$ cat src/hdl/fqd_pkg.sv
// Shared types and constants for the FIFO queue with dump.
`timescale 1ns / 1ps

package fqd_pkg;

  localparam int DEPTH_DEFAULT = 32;
  localparam int DATA_W        = 32;

  typedef enum logic [2:0] {
    CMD_PUSH  = 3'd0,
    CMD_POP   = 3'd1,
    CMD_FRONT = 3'd2,
    CMD_CLEAR = 3'd3,
    CMD_DUMP  = 3'd4
  } fqd_cmd_t;

  typedef enum logic [1:0] {
    STATUS_OK    = 2'd0,
    STATUS_EMPTY = 2'd1,
    STATUS_FULL  = 2'd2
  } fqd_status_t;

  typedef enum logic {
    ST_IDLE = 1'b0,
    ST_READ = 1'b1
  } fqd_state_t;

endpackage

$ cat src/hdl/fqd_channels.sv
// Valid/ready channel interfaces for the command input and the result output.
`timescale 1ns / 1ps

interface fqd_in_if;
  logic               valid;
  logic               ready;
  logic [2:0]         cmd;
  logic signed [31:0] value;

  modport source (output valid, output cmd, output value, input ready);
  modport sink   (input valid, input cmd, input value, output ready);
endinterface

interface fqd_out_if;
  logic               valid;
  logic               ready;
  logic signed [31:0] value_res;
  logic [1:0]         status;
  logic               last;

  modport source (output valid, output value_res, output status, output last, input ready);
  modport sink   (input valid, input value_res, input status, input last, output ready);
endinterface

$ cat src/hdl/fifo_queue_with_dump.sv
// Top level of the FIFO queue with dump: ring memory, pointers and command sequencer.
`timescale 1ns / 1ps

// A queue of signed 32-bit values held in a DEPTH-entry ring memory with one
// registered read port. Push returns nothing unless the queue is full. For
// pop and front, the head is read in the cycle the command is accepted and
// reaches the output register in the next one. Dump streams one element per
// cycle while the output is not held off, paced by the single read port,
// with last set on the tail element; no command is accepted until the final
// element has been loaded. Commands that only return a status (full push;
// pop, front, clear or dump on an empty queue) do not enter the read state.
// A held-off output stalls the sequencer without losing data. The memory
// needs no clearing after reset: only occupied slots are ever read.
module fifo_queue_with_dump #(
  parameter int DEPTH = fqd_pkg::DEPTH_DEFAULT
) (
  input  logic      clk,
  input  logic      rst_n,
  fqd_in_if.sink    in_ch,
  fqd_out_if.source out_ch
);

  localparam int IW = $clog2(DEPTH);
  localparam int CW = $clog2(DEPTH + 1);

  fqd_pkg::fqd_state_t state_r, state_nxt;

  logic [IW-1:0] head_r, head_nxt;
  logic [IW-1:0] tail_r, tail_nxt;
  logic [CW-1:0] fill_r, fill_nxt;
  logic [IW-1:0] rd_idx_r, rd_idx_nxt;
  logic [CW-1:0] rem_r, rem_nxt;

  logic                        out_valid_r, out_valid_nxt;
  logic signed [31:0]          out_value_r, out_value_nxt;
  fqd_pkg::fqd_status_t        out_status_r, out_status_nxt;
  logic                        out_last_r, out_last_nxt;

  logic [fqd_pkg::DATA_W-1:0]  mem [DEPTH];
  logic [fqd_pkg::DATA_W-1:0]  rd_data_r;
  logic                        wr_en;
  logic                        rd_en;
  logic [IW-1:0]               rd_addr;

  logic out_free;
  logic accept;
  logic is_empty;
  logic is_full;

  function automatic logic [IW-1:0] wrap_inc(input logic [IW-1:0] idx);
    return (idx == IW'(DEPTH - 1)) ? '0 : idx + 1'b1;
  endfunction

  assign out_free = !out_valid_r || out_ch.ready;
  assign accept   = in_ch.valid && in_ch.ready;
  assign is_empty = (fill_r == '0);
  assign is_full  = (fill_r == CW'(DEPTH));

  // Ring memory: one write and one registered read port.
  always_ff @(posedge clk) begin
    if (wr_en) begin
      mem[tail_r] <= in_ch.value;
    end
    if (rd_en) begin
      rd_data_r <= mem[rd_addr];
    end
  end

  // Next state.
  always_comb begin
    state_nxt = state_r;
    case (state_r)
      fqd_pkg::ST_IDLE: begin
        if (accept && !is_empty &&
            (in_ch.cmd inside {fqd_pkg::CMD_POP, fqd_pkg::CMD_FRONT, fqd_pkg::CMD_DUMP})) begin
          state_nxt = fqd_pkg::ST_READ;
        end
      end
      fqd_pkg::ST_READ: begin
        if (out_free && (rem_r == '0)) begin
          state_nxt = fqd_pkg::ST_IDLE;
        end
      end
      default: state_nxt = fqd_pkg::ST_IDLE;
    endcase
  end

  // Control outputs and datapath updates.
  always_comb begin
    in_ch.ready    = (state_r == fqd_pkg::ST_IDLE) && out_free;
    head_nxt       = head_r;
    tail_nxt       = tail_r;
    fill_nxt       = fill_r;
    rd_idx_nxt     = rd_idx_r;
    rem_nxt        = rem_r;
    wr_en          = 1'b0;
    rd_en          = 1'b0;
    rd_addr        = head_r;
    out_valid_nxt  = out_valid_r && !out_ch.ready;
    out_value_nxt  = out_value_r;
    out_status_nxt = out_status_r;
    out_last_nxt   = out_last_r;

    case (state_r)
      fqd_pkg::ST_IDLE: begin
        if (accept) begin
          case (in_ch.cmd)
            fqd_pkg::CMD_PUSH: begin
              if (is_full) begin
                out_valid_nxt  = 1'b1;
                out_value_nxt  = '0;
                out_status_nxt = fqd_pkg::STATUS_FULL;
                out_last_nxt   = 1'b1;
              end else begin
                wr_en    = 1'b1;
                tail_nxt = wrap_inc(tail_r);
                fill_nxt = fill_r + 1'b1;
              end
            end
            fqd_pkg::CMD_POP, fqd_pkg::CMD_FRONT, fqd_pkg::CMD_CLEAR,
            fqd_pkg::CMD_DUMP: begin
              if (is_empty) begin
                out_valid_nxt  = 1'b1;
                out_value_nxt  = '0;
                out_status_nxt = fqd_pkg::STATUS_EMPTY;
                out_last_nxt   = 1'b1;
              end else if (in_ch.cmd == fqd_pkg::CMD_CLEAR) begin
                head_nxt = '0;
                tail_nxt = '0;
                fill_nxt = '0;
              end else begin
                rd_en   = 1'b1;
                rem_nxt = '0;
                if (in_ch.cmd == fqd_pkg::CMD_POP) begin
                  head_nxt = wrap_inc(head_r);
                  fill_nxt = fill_r - 1'b1;
                end else if (in_ch.cmd == fqd_pkg::CMD_DUMP) begin
                  rd_idx_nxt = wrap_inc(head_r);
                  rem_nxt    = fill_r - 1'b1;
                end
              end
            end
            default: begin
              // Unused command codes are dropped without effect.
            end
          endcase
        end
      end
      fqd_pkg::ST_READ: begin
        if (out_free) begin
          out_valid_nxt  = 1'b1;
          out_value_nxt  = rd_data_r;
          out_status_nxt = fqd_pkg::STATUS_OK;
          out_last_nxt   = (rem_r == '0);
          // Issue the next dump read as the current element leaves.
          if (rem_r != '0) begin
            rd_en      = 1'b1;
            rd_addr    = rd_idx_r;
            rd_idx_nxt = wrap_inc(rd_idx_r);
            rem_nxt    = rem_r - 1'b1;
          end
        end
      end
      default: begin
      end
    endcase
  end

  always_ff @(posedge clk) begin
    if (!rst_n) begin
      state_r     <= fqd_pkg::ST_IDLE;
      head_r      <= '0;
      tail_r      <= '0;
      fill_r      <= '0;
      rd_idx_r    <= '0;
      rem_r       <= '0;
      out_valid_r <= 1'b0;
    end else begin
      state_r     <= state_nxt;
      head_r      <= head_nxt;
      tail_r      <= tail_nxt;
      fill_r      <= fill_nxt;
      rd_idx_r    <= rd_idx_nxt;
      rem_r       <= rem_nxt;
      out_valid_r <= out_valid_nxt;
    end
  end

  always_ff @(posedge clk) begin
    out_value_r  <= out_value_nxt;
    out_status_r <= out_status_nxt;
    out_last_r   <= out_last_nxt;
  end

  assign out_ch.valid     = out_valid_r;
  assign out_ch.value_res = out_value_r;
  assign out_ch.status    = out_status_r;
  assign out_ch.last      = out_last_r;

  a_fill_bound: assert property (@(posedge clk) disable iff (!rst_n)
    fill_r <= CW'(DEPTH))
    else $error("fill count exceeds queue depth");

  a_empty_ptrs: assert property (@(posedge clk) disable iff (!rst_n)
    (fill_r == '0) |-> (head_r == tail_r))
    else $error("empty queue with head and tail apart");

  a_no_write_full: assert property (@(posedge clk) disable iff (!rst_n)
    wr_en |-> !is_full)
    else $error("ring write while queue is full");

  a_pop_reads: assert property (@(posedge clk) disable iff (!rst_n)
    (accept && !is_empty && (in_ch.cmd == fqd_pkg::CMD_POP)) |=>
      (state_r == fqd_pkg::ST_READ) && !in_ch.ready)
    else $error("pop transaction did not enter the read state");

endmodule

$ cat src/flat_wrapper.sv
// flat-port wrapper written by rule: the top's interface ports become plain ports
module fifo_queue_with_dump_flat 
#(
  parameter int DEPTH = fqd_pkg::DEPTH_DEFAULT
)
  (clk, rst_n, in_ch_valid, in_ch_cmd, in_ch_value, in_ch_ready, out_ch_valid, out_ch_value_res, out_ch_status, out_ch_last, out_ch_ready);
  fqd_in_if in_ch_i ();
  fqd_out_if out_ch_i ();
  input  logic clk;
  input  logic rst_n;
  input wire logic [$bits(in_ch_i.valid)-1:0] in_ch_valid;
  input wire logic [$bits(in_ch_i.cmd)-1:0] in_ch_cmd;
  input wire logic [$bits(in_ch_i.value)-1:0] in_ch_value;
  output wire logic [$bits(in_ch_i.ready)-1:0] in_ch_ready;
  output wire logic [$bits(out_ch_i.valid)-1:0] out_ch_valid;
  output wire logic [$bits(out_ch_i.value_res)-1:0] out_ch_value_res;
  output wire logic [$bits(out_ch_i.status)-1:0] out_ch_status;
  output wire logic [$bits(out_ch_i.last)-1:0] out_ch_last;
  input wire logic [$bits(out_ch_i.ready)-1:0] out_ch_ready;
  assign in_ch_i.valid = in_ch_valid;
  assign in_ch_i.cmd = in_ch_cmd;
  assign in_ch_i.value = in_ch_value;
  assign in_ch_ready = in_ch_i.ready;
  assign out_ch_valid = out_ch_i.valid;
  assign out_ch_value_res = out_ch_i.value_res;
  assign out_ch_status = out_ch_i.status;
  assign out_ch_last = out_ch_i.last;
  assign out_ch_i.ready = out_ch_ready;
  fifo_queue_with_dump #(.DEPTH(DEPTH)) u_core (.clk(clk), .rst_n(rst_n), .in_ch(in_ch_i), .out_ch(out_ch_i));
endmodule
$ cat config.mk
export PLATFORM = sky130hd
export DESIGN_NAME = fifo_queue_with_dump_flat
export DESIGN_NICKNAME = d
export VERILOG_FILES = /design/src/hdl/fqd_pkg.sv /design/src/hdl/fqd_channels.sv /design/src/hdl/fifo_queue_with_dump.sv /design/src/flat_wrapper.sv
export SDC_FILE = /design/constraint.sdc
export NUM_CORES = 1
export LEC_CHECK = 0
export ABC_AREA = 0
export BUFFER_PORTS_ARGS = -buffer_cell sky130_fd_sc_hd__buf_4
export CAP_MARGIN = 20
export CELL_PAD_IN_SITES_DETAIL_PLACEMENT = 2
export CELL_PAD_IN_SITES_GLOBAL_PLACEMENT = 2
export CORE_ASPECT_RATIO = 1.75
export CORE_MARGIN = 1
export CORE_UTILIZATION = 35
export DETAILED_ROUTE_END_ITERATION = 12
export HOLD_SLACK_MARGIN = 0.08
export PLACE_DENSITY = 0.68
export SLEW_MARGIN = 40
export SYNTH_ARGS = -nofsm -noshare
export SYNTH_HDL_FRONTEND = slang
export SYNTH_SLANG_ARGS = --single-unit
$ cat constraint.sdc
create_clock -name clk -period 8.7 [get_ports clk]
set_input_delay 0.435 -clock clk [delete_from_list [all_inputs] [get_ports clk]]
set_output_delay 0.435 -clock clk [all_outputs]
set_load 0.05 [all_outputs]
Word level (Yosys, flattened, before mapping)
Memory sizes are Yosys's and may differ from the RTL's. A register that Yosys moved wholly into a read port is not among the register bits.
Index checks and enable logic that the tools add are counted.
{"block": "word_totals", "output_inout_bits": 37, "elab_cells": 141, "reg_bits": 64, "ramBits": 1024, "mem_count": 1}
{"block": "op_classes", "mux": 75, "n_bitwise": 2, "eq_ne": 23, "add_sub_neg": 6, "n_reduce_logical": 24}
{"name": "u_core.mem", "depth": 32, "width": 32, "rd": 1, "rd_ports_with_merged_regs": 1, "write_ports": 1, "line_no": "fifo_queue_with_dump.sv:39", "text": "logic [fqd_pkg::DATA_W-1:0] mem [DEPTH];"}
{"operator": "$mux 32", "count": 4}
{"operator": "$pmux 32 s2", "count": 2}
{"operator": "$mux 5", "count": 19}
{"operator": "$mux 6", "count": 12}
{"operator": "$pmux 6 s2", "count": 2}
{"operator": "$mux 1", "count": 22}
{"operator": "$pmux 5 s2", "count": 2}
{"operator": "$reduce_and 6->1", "count": 3}
{"operator": "$ne 2x2->1 const B", "count": 8}
{"operator": "$add 5x1->5 const B", "count": 3}
{"operator": "$eq 5x5->1 const B", "count": 3}
{"operator": "$logic_not 6->1", "count": 2}
{"operator": "$pmux 1 s2", "count": 6}
{"operator": "$sub 6x1->6 const B", "count": 2}
{"operator": "$reduce_and 5->1", "count": 2}
{"operator": "$mux 2", "count": 4}
{"operator": "$pmux 2 s2", "count": 2}
{"operator": "$reduce_and 8->1", "count": 1}
{"operator": "$add 6x1->6 const B", "count": 1}
{"operator": "$eq 3x2->1 const B", "count": 2}
{"operator": "$eq 6x6->1 const B", "count": 1}
{"operator": "$logic_and 1x1->1", "count": 6}
{"operator": "$ne 2x1->1 const B", "count": 3}
{"operator": "$ne 3x2->1 const B", "count": 2}
{"operator": "other kinds (12)", "count": 16}

Depth between registers and ports, before layout
{"block": "depth", "word_depth": 9, "depth_mapped": 13, "mapped_depth_nobuf": 9}

Worst setup path after synthesis
Ideal clock, no wire load.
{"block": "synth_path", "path_kind": "register -> register", "from": "register u_core.fill_r[0]", "to": "register u_core.out_last_r (netlist: u_core.out_ch.last), enable pin", "arrival_time_ns": 2.981, "setup_ns": 0.439, "path_buffers": 0, "stages_incl_launch_ff": 8, "slack_ns": 5.280, "period_less_slack_ns": 3.420, "required_time_ns": 8.261, "cell_sequence": "dfxtp_1 -> inv_1 -> ha_1 -> nor4b_1 -> nand2_1 -> nand2_1 -> o21ai_0 -> a21oi_1"}
{"block": "synth_via", "elab_chain_cells": 3, "elab_cells_between_ends": 5, "classes_between": "eq/ne: 3; reduce/logical: 2"}
{"item": "start: declaration", "line_no": "fifo_queue_with_dump.sv:30", "text": "logic [CW-1:0] fill_r, fill_nxt;"}
{"item": "start signal: assignment", "line_no": "fifo_queue_with_dump.sv:182", "text": "fill_r <= fill_nxt;"}
{"item": "$eq 6x6->1 or $logic_not 6->1 (tied branches)", "line_no": "fifo_queue_with_dump.sv:57, fifo_queue_with_dump.sv:56"}
{"item": "$ne 3x2->1 (no source line)"}
{"item": "$reduce_and 5->1 (no source line) (*)"}
{"item": "end signal: assignment", "line_no": "fifo_queue_with_dump.sv:192", "text": "out_last_r <= out_last_nxt;"}
{"item": "end: declaration", "line_no": "fifo_queue_with_dump.sv:37", "text": "logic out_last_r, out_last_nxt;"}
Mark *: on every way between the ends. The rest lies on a longest branch, timed or not.
A chain may end at the register's enable or synchronous reset.

Worst setup path after layout
{"block": "layout_path", "from": "register u_core.rem_r[0]", "to": "register u_core.rd_data_r[6] in the netlist's numbering, read port of u_core.mem (data pin)"}
{"block": "layout_via", "elab_chain_cells": 4, "elab_cells_between_ends": 7, "classes_between": "mux: 6; reduce/logical: 1"}
{"item": "start: declaration", "line_no": "fifo_queue_with_dump.sv:32", "text": "logic [CW-1:0] rem_r, rem_nxt;"}
{"item": "start signal: assignment", "line_no": "fifo_queue_with_dump.sv:184", "text": "rem_r <= rem_nxt;"}
{"item": "$reduce_bool 6->1 (*)", "line_no": "fifo_queue_with_dump.sv:156", "text": "if (rem_r != '0) begin"}
{"item": "$mux 1 or $mux 5 (tied branches)", "line_no": "fifo_queue_with_dump.sv:156"}
{"item": "$mux 1 or $mux 5 (tied branches)", "line_no": "fifo_queue_with_dump.sv:150", "text": "if (out_free) begin"}
{"item": "$pmux 1 s2 or $mux 5 (tied branches)", "line_no": "fifo_queue_with_dump.sv:104", "text": "case (state_r)"}
{"item": "end: declaration", "line_no": "fifo_queue_with_dump.sv:40", "text": "logic [fqd_pkg::DATA_W-1:0] rd_data_r;"}
Marked as above.

==> metrics.md <==
| Metric | Value |
|---|---|
| Post-synth top area share | 0.7305 |
| Port bufs | between 70 and 80 |
| Syn avg cell area | 14.80 um2 |
| CTS max path bufs | 3 |
| Power per cell area | 210.0 mW/mm2 |
| R2R cell count | 12 |
| GP Congestion | 0.7593 |
| Hold worst-path end | u_core.mem[6][14]$_DFFE_PP_ |
| Die area | 0.1296 mm2 |
| Vias per cell | 5.694 |
| CP Launch Type | flop |
| CTS tree | done |
| Worst-margin pin slew | 0.8988 ns |
| Hold depth | 1 |
| Crit-path max FO | 69 |
| Post_cts resized | 0 |
| Synth Net Count | between 3000 and 4000 |
| Clock Sinks | between 1000 and 1500 |
| Yosys warnings | 0 |
| LEAKAGE | 16.58 nW |
| # hold bufs at CTS | 5 |
| Overflow after GRT | 0 |
| Total wire length | 150600 um |
| Count of boundary I/O pins | 76 |
| Clock Tree Root | clkbuf_16 |
| Core ar. | about 0.13 mm2 |
| Layout cell share with drive strength beyond 1 | 0.1187 |
| Flop pwr share | 0.556 |
| Clock Power Share | 0.420 |
| Combinational share of power | 0.024 |
| Fin crit period | 4.926 ns |
| Final worst path period share | 0.5662 |
| Reg area | 0.03334 mm2 |
| Ys async rst share | 0 |
| Max_cap viols | 0 |
| WHS | between 0.1 and 0.15 ns |
| Endpoint class of the critical path | flop |
| Overall Power | 10.69 mW |
| Synth Cell Area | 0.04485 mm2 |
| Met1 global-route usage | 0.2801 |
| Met3 usage | 0.03247 |
| Net Sw Frac | 0.2120 |
| Slew Limit Fails | 0 |
| Met2 usage | 0.4168 |
| Leading area contributor after synthesis | edfxtp_1 |
| Ys flop type | edfxtp_1 |
| #FFs+latches synth | between 1000 and 1500 |
| CP Data Required Time | around 9 ns |
| Post-synth cell types | 58 |
| Slew HR | 0.4008 |
| Initial antenna violation count | 8 |
| GRT Total Usage | 0.2326 |
| Crit Path Class | reg2reg |
| Fin Clk Skew | 0.03795 ns |
| Outcome | completed |
| Peak VDD IR | 0.1717 mV |
| Reg2reg setup slack | 3.77 ns |
| Die X-Extent | between 200 and 300 um |
| Filler cells | between 10000 and 15000 |
| Worst reg2reg path startpoint | u_core.rem_r[0]$_SDFFE_PN0P_ |
| GRT busiest layer | met2 |
| DR pass1 iterations | 6 |
| Detailed-route wire length per cell | 31.12 um |
| Iteration-0 DRC Markers | 2206 |
| Vias | 27550 |
| Largest net degree at the start of global routing | 129 |
| Number of cells produced by synthesis | 3031 |
| Fmax | 203.0 MHz |
| Hold Path Class | in2reg |
| Hold Startpoint | in_ch_value[14] |
| Multi-input gate area | 0.01082 mm2 |
| Final number of hold-violating endpoints | 0 |
| Number of enable flip-flop cells after synthesis | roughly 1100 |
| # rows | 173 |
| Detailed Place HPWL | between 80000 and 90000 um |
| Cts bufs inserted | 103 |
| Worst EP arrival | 5.42 ns |
| Final ANT Viol Nets | 0 |
| Vias in the first global route | 30390 |
| Area growth syn-to-layout | 13.50% |
| DRC Markers | 0 |
| # setup viols final | 0 |
| Seq/Total Area, Yosys | 0.7435 |
| First-pass GRT wire length | 216900 um |
| Sw power | approximately 2.3 mW |
| Clock slew seen by the registers of the worst setup and hold paths | ~0.07 ns |
| RSZ-0062 raised after global routing | no |
| Internal | 8.423 mW |
| Post-Route Setup TNS | 0 ns |
| Top cells by area, synth | edfxtp_1, mux2i_1, nand2_1, nand3_1, dfxtp_1 |
| Max H-tree Level | 3 |
| Worst flop-to-flop path endpoint | u_core.rd_data_r[6]$_DFFE_PP_ |
| Number of setup buffers added after CTS | 0 |
| Net count, final | about 3100 |
| Initial core utilization | 0.3529 |
| Worst skew pair latency | around 0.73 ns |
| Vert. Die Dim | roughly 480 um |
cell families (layout without fill, tap and decap cells):
group           Yosys count  in the layout  share of synthesized area
fa+ha+maj                13             13                   0.003627
flops                  1120           1120                     0.7435
xor+xnor                  8              8                   0.001562
compound gates          428            428                    0.07000
simple gates            933            933                    0.09218
buf+inv                 235            380                    0.02338
mux                     294            294                    0.06576
other cells               0              1                          0
power by group through the flow:
stage	combinational [mW]	sequential, mW	clock [mW]
after CTS	0.258	5.94	4.58
after global routing	0.273	5.94	4.74
after floorplan	0.0688	6.10	0
final	0.255	5.94	4.49
after global placement	0.242	6.06	0
after detailed placement	0.255	6.06	0
layout make-up:
| cell class | count | area share |
|---|---|---|
| Antenna cell | 1 | 0.00004916 |
| Clock buffer | 131 | 0.05312 |
| Clock inverter | 57 | 0.009857 |
| Inverter | 42 | 0.003097 |
| Multi-Input combinational cell | 1676 | 0.2125 |
| Sequential cell | 1120 | 0.6551 |
| Tap cell | 1662 | 0.04085 |
| Timing Repair Buffer | 150 | 0.02542 |
placed cells by master, fill, tap and decap left out, drive strengths merged, types with 43 or more instances in the layout:
cell    synthesis  final
edfxtp       1091   1091
clkbuf        110    131
inv            41     43
buf            83    145
nand3         199    199
nand2         546    546
nor2           45     45
clkinv          1     44
a21oi         105    105
mux2i         292    292
o22ai          68     68
o21ai          59     59
Yosys cell counts, types with 2 or more instances:
cell type and instances:
xor2_1 2, mux2_2 2, nand3_1 199, buf_6 4, a311oi_1 32, nor2b_1 16
mux2i_1 291, a21oi_1 105, nand4_1 34, dfxtp_1 29, buf_4 20, o211a_1 4
a221oi_1 32, buf_1 10, nor4_1 2, nor3_1 13, a211oi_1 34, a2111oi_2 32
ha_1 13, nor2_1 45, inv_1 41, o21ai_1 3, nand2_1 545, a21boi_0 8
nand2b_1 6, and2_1 36, o21a_1 2, nor4b_1 2, edfxtp_1 1091, or3_1 8
or2_2 2, xnor2_1 6, clkbuf_1 110, o221ai_1 34, o21ai_0 56, o22ai_1 68
buf_2 49, and3_1 6, nand3b_1 5, a22oi_1 7, or3b_2 3, nor3b_1 7
o32ai_1 2
stage by stage:
| stage | utilization | instance area (um2) | std cells | setup slack (ns) |
|---|---|---|---|---|
| 2_1_floorplan | - | 44850 | 3031 | 5.280 |
| 3_3_place_gp | 0.3735 | 47460 | 4639 | 3.348 |
| 3_5_place_dp | 0.3743 | 47560 | 4642 | 3.528 |
| 4_1_cts | 0.3999 | 50810 | 4835 | 3.362 |
| 5_1_grt | 0.4006 | 50900 | 4839 | 3.593 |
| 6_report | 0.4006 | 50900 | 4839 | 3.774 |
worst max-delay path by stage:
stage / start / endpoint / slack, ns / cells after the start
2_1_floorplan: u_core.fill_r[0]$_SDFFE_PN0P_ / u_core.out_ch.last$_SDFFCE_PN1P_ / 5.28 / 7
3_3_place_gp: u_core.state_r$_SDFF_PN0_ / u_core.rd_data_r[14]$_DFFE_PP_ / 3.35 / 10
3_5_place_dp: u_core.state_r$_SDFF_PN0_ / u_core.rd_data_r[22]$_DFFE_PP_ / 3.53 / 10
4_1_cts: u_core.state_r$_SDFF_PN0_ / u_core.rd_data_r[14]$_DFFE_PP_ / 3.36 / 10
5_1_grt: u_core.rem_r[0]$_SDFFE_PN0P_ / u_core.rd_data_r[8]$_DFFE_PP_ / 3.59 / 12
6_report: u_core.rem_r[0]$_SDFFE_PN0P_ / u_core.rd_data_r[6]$_DFFE_PP_ / 3.77 / 12
worst max-delay path: stages, from the launching register on:
cell and delay, ns:
dfxtp_1 0.34, inv_1 0.07, ha_1 0.17, nand2b_1 0.16, o311ai_4 0.25, buf_4 0.69
mux2i_4 0.38, buf_6 0.58, buf_4 0.77, a211oi_1 0.10, a311oi_1 0.40, o22ai_1 0.22
a2111oi_2 0.41
sequential cells by signal, summed over array words and instances, names as in the netlist:
signal and cells:
u_core.mem 1024, u_core.out_ch.value_res 32, u_core.rd_data_r 32, u_core.fill_r 6, u_core.rem_r 6, u_core.head_r 5
u_core.rd_idx_r 5, u_core.tail_r 5, u_core.out_ch.status 2, u_core.out_ch.last 1, u_core.out_ch.valid 1, u_core.state_r 1
per-layer routing:
metal	part of all wire	vias to the layer above
li1	-	11670
met1	0.39	14780
met2	0.52	836
met4	0.040	8
met3	0.049	259
met5	0.00026	-
(Power assumes the default switching activity.)
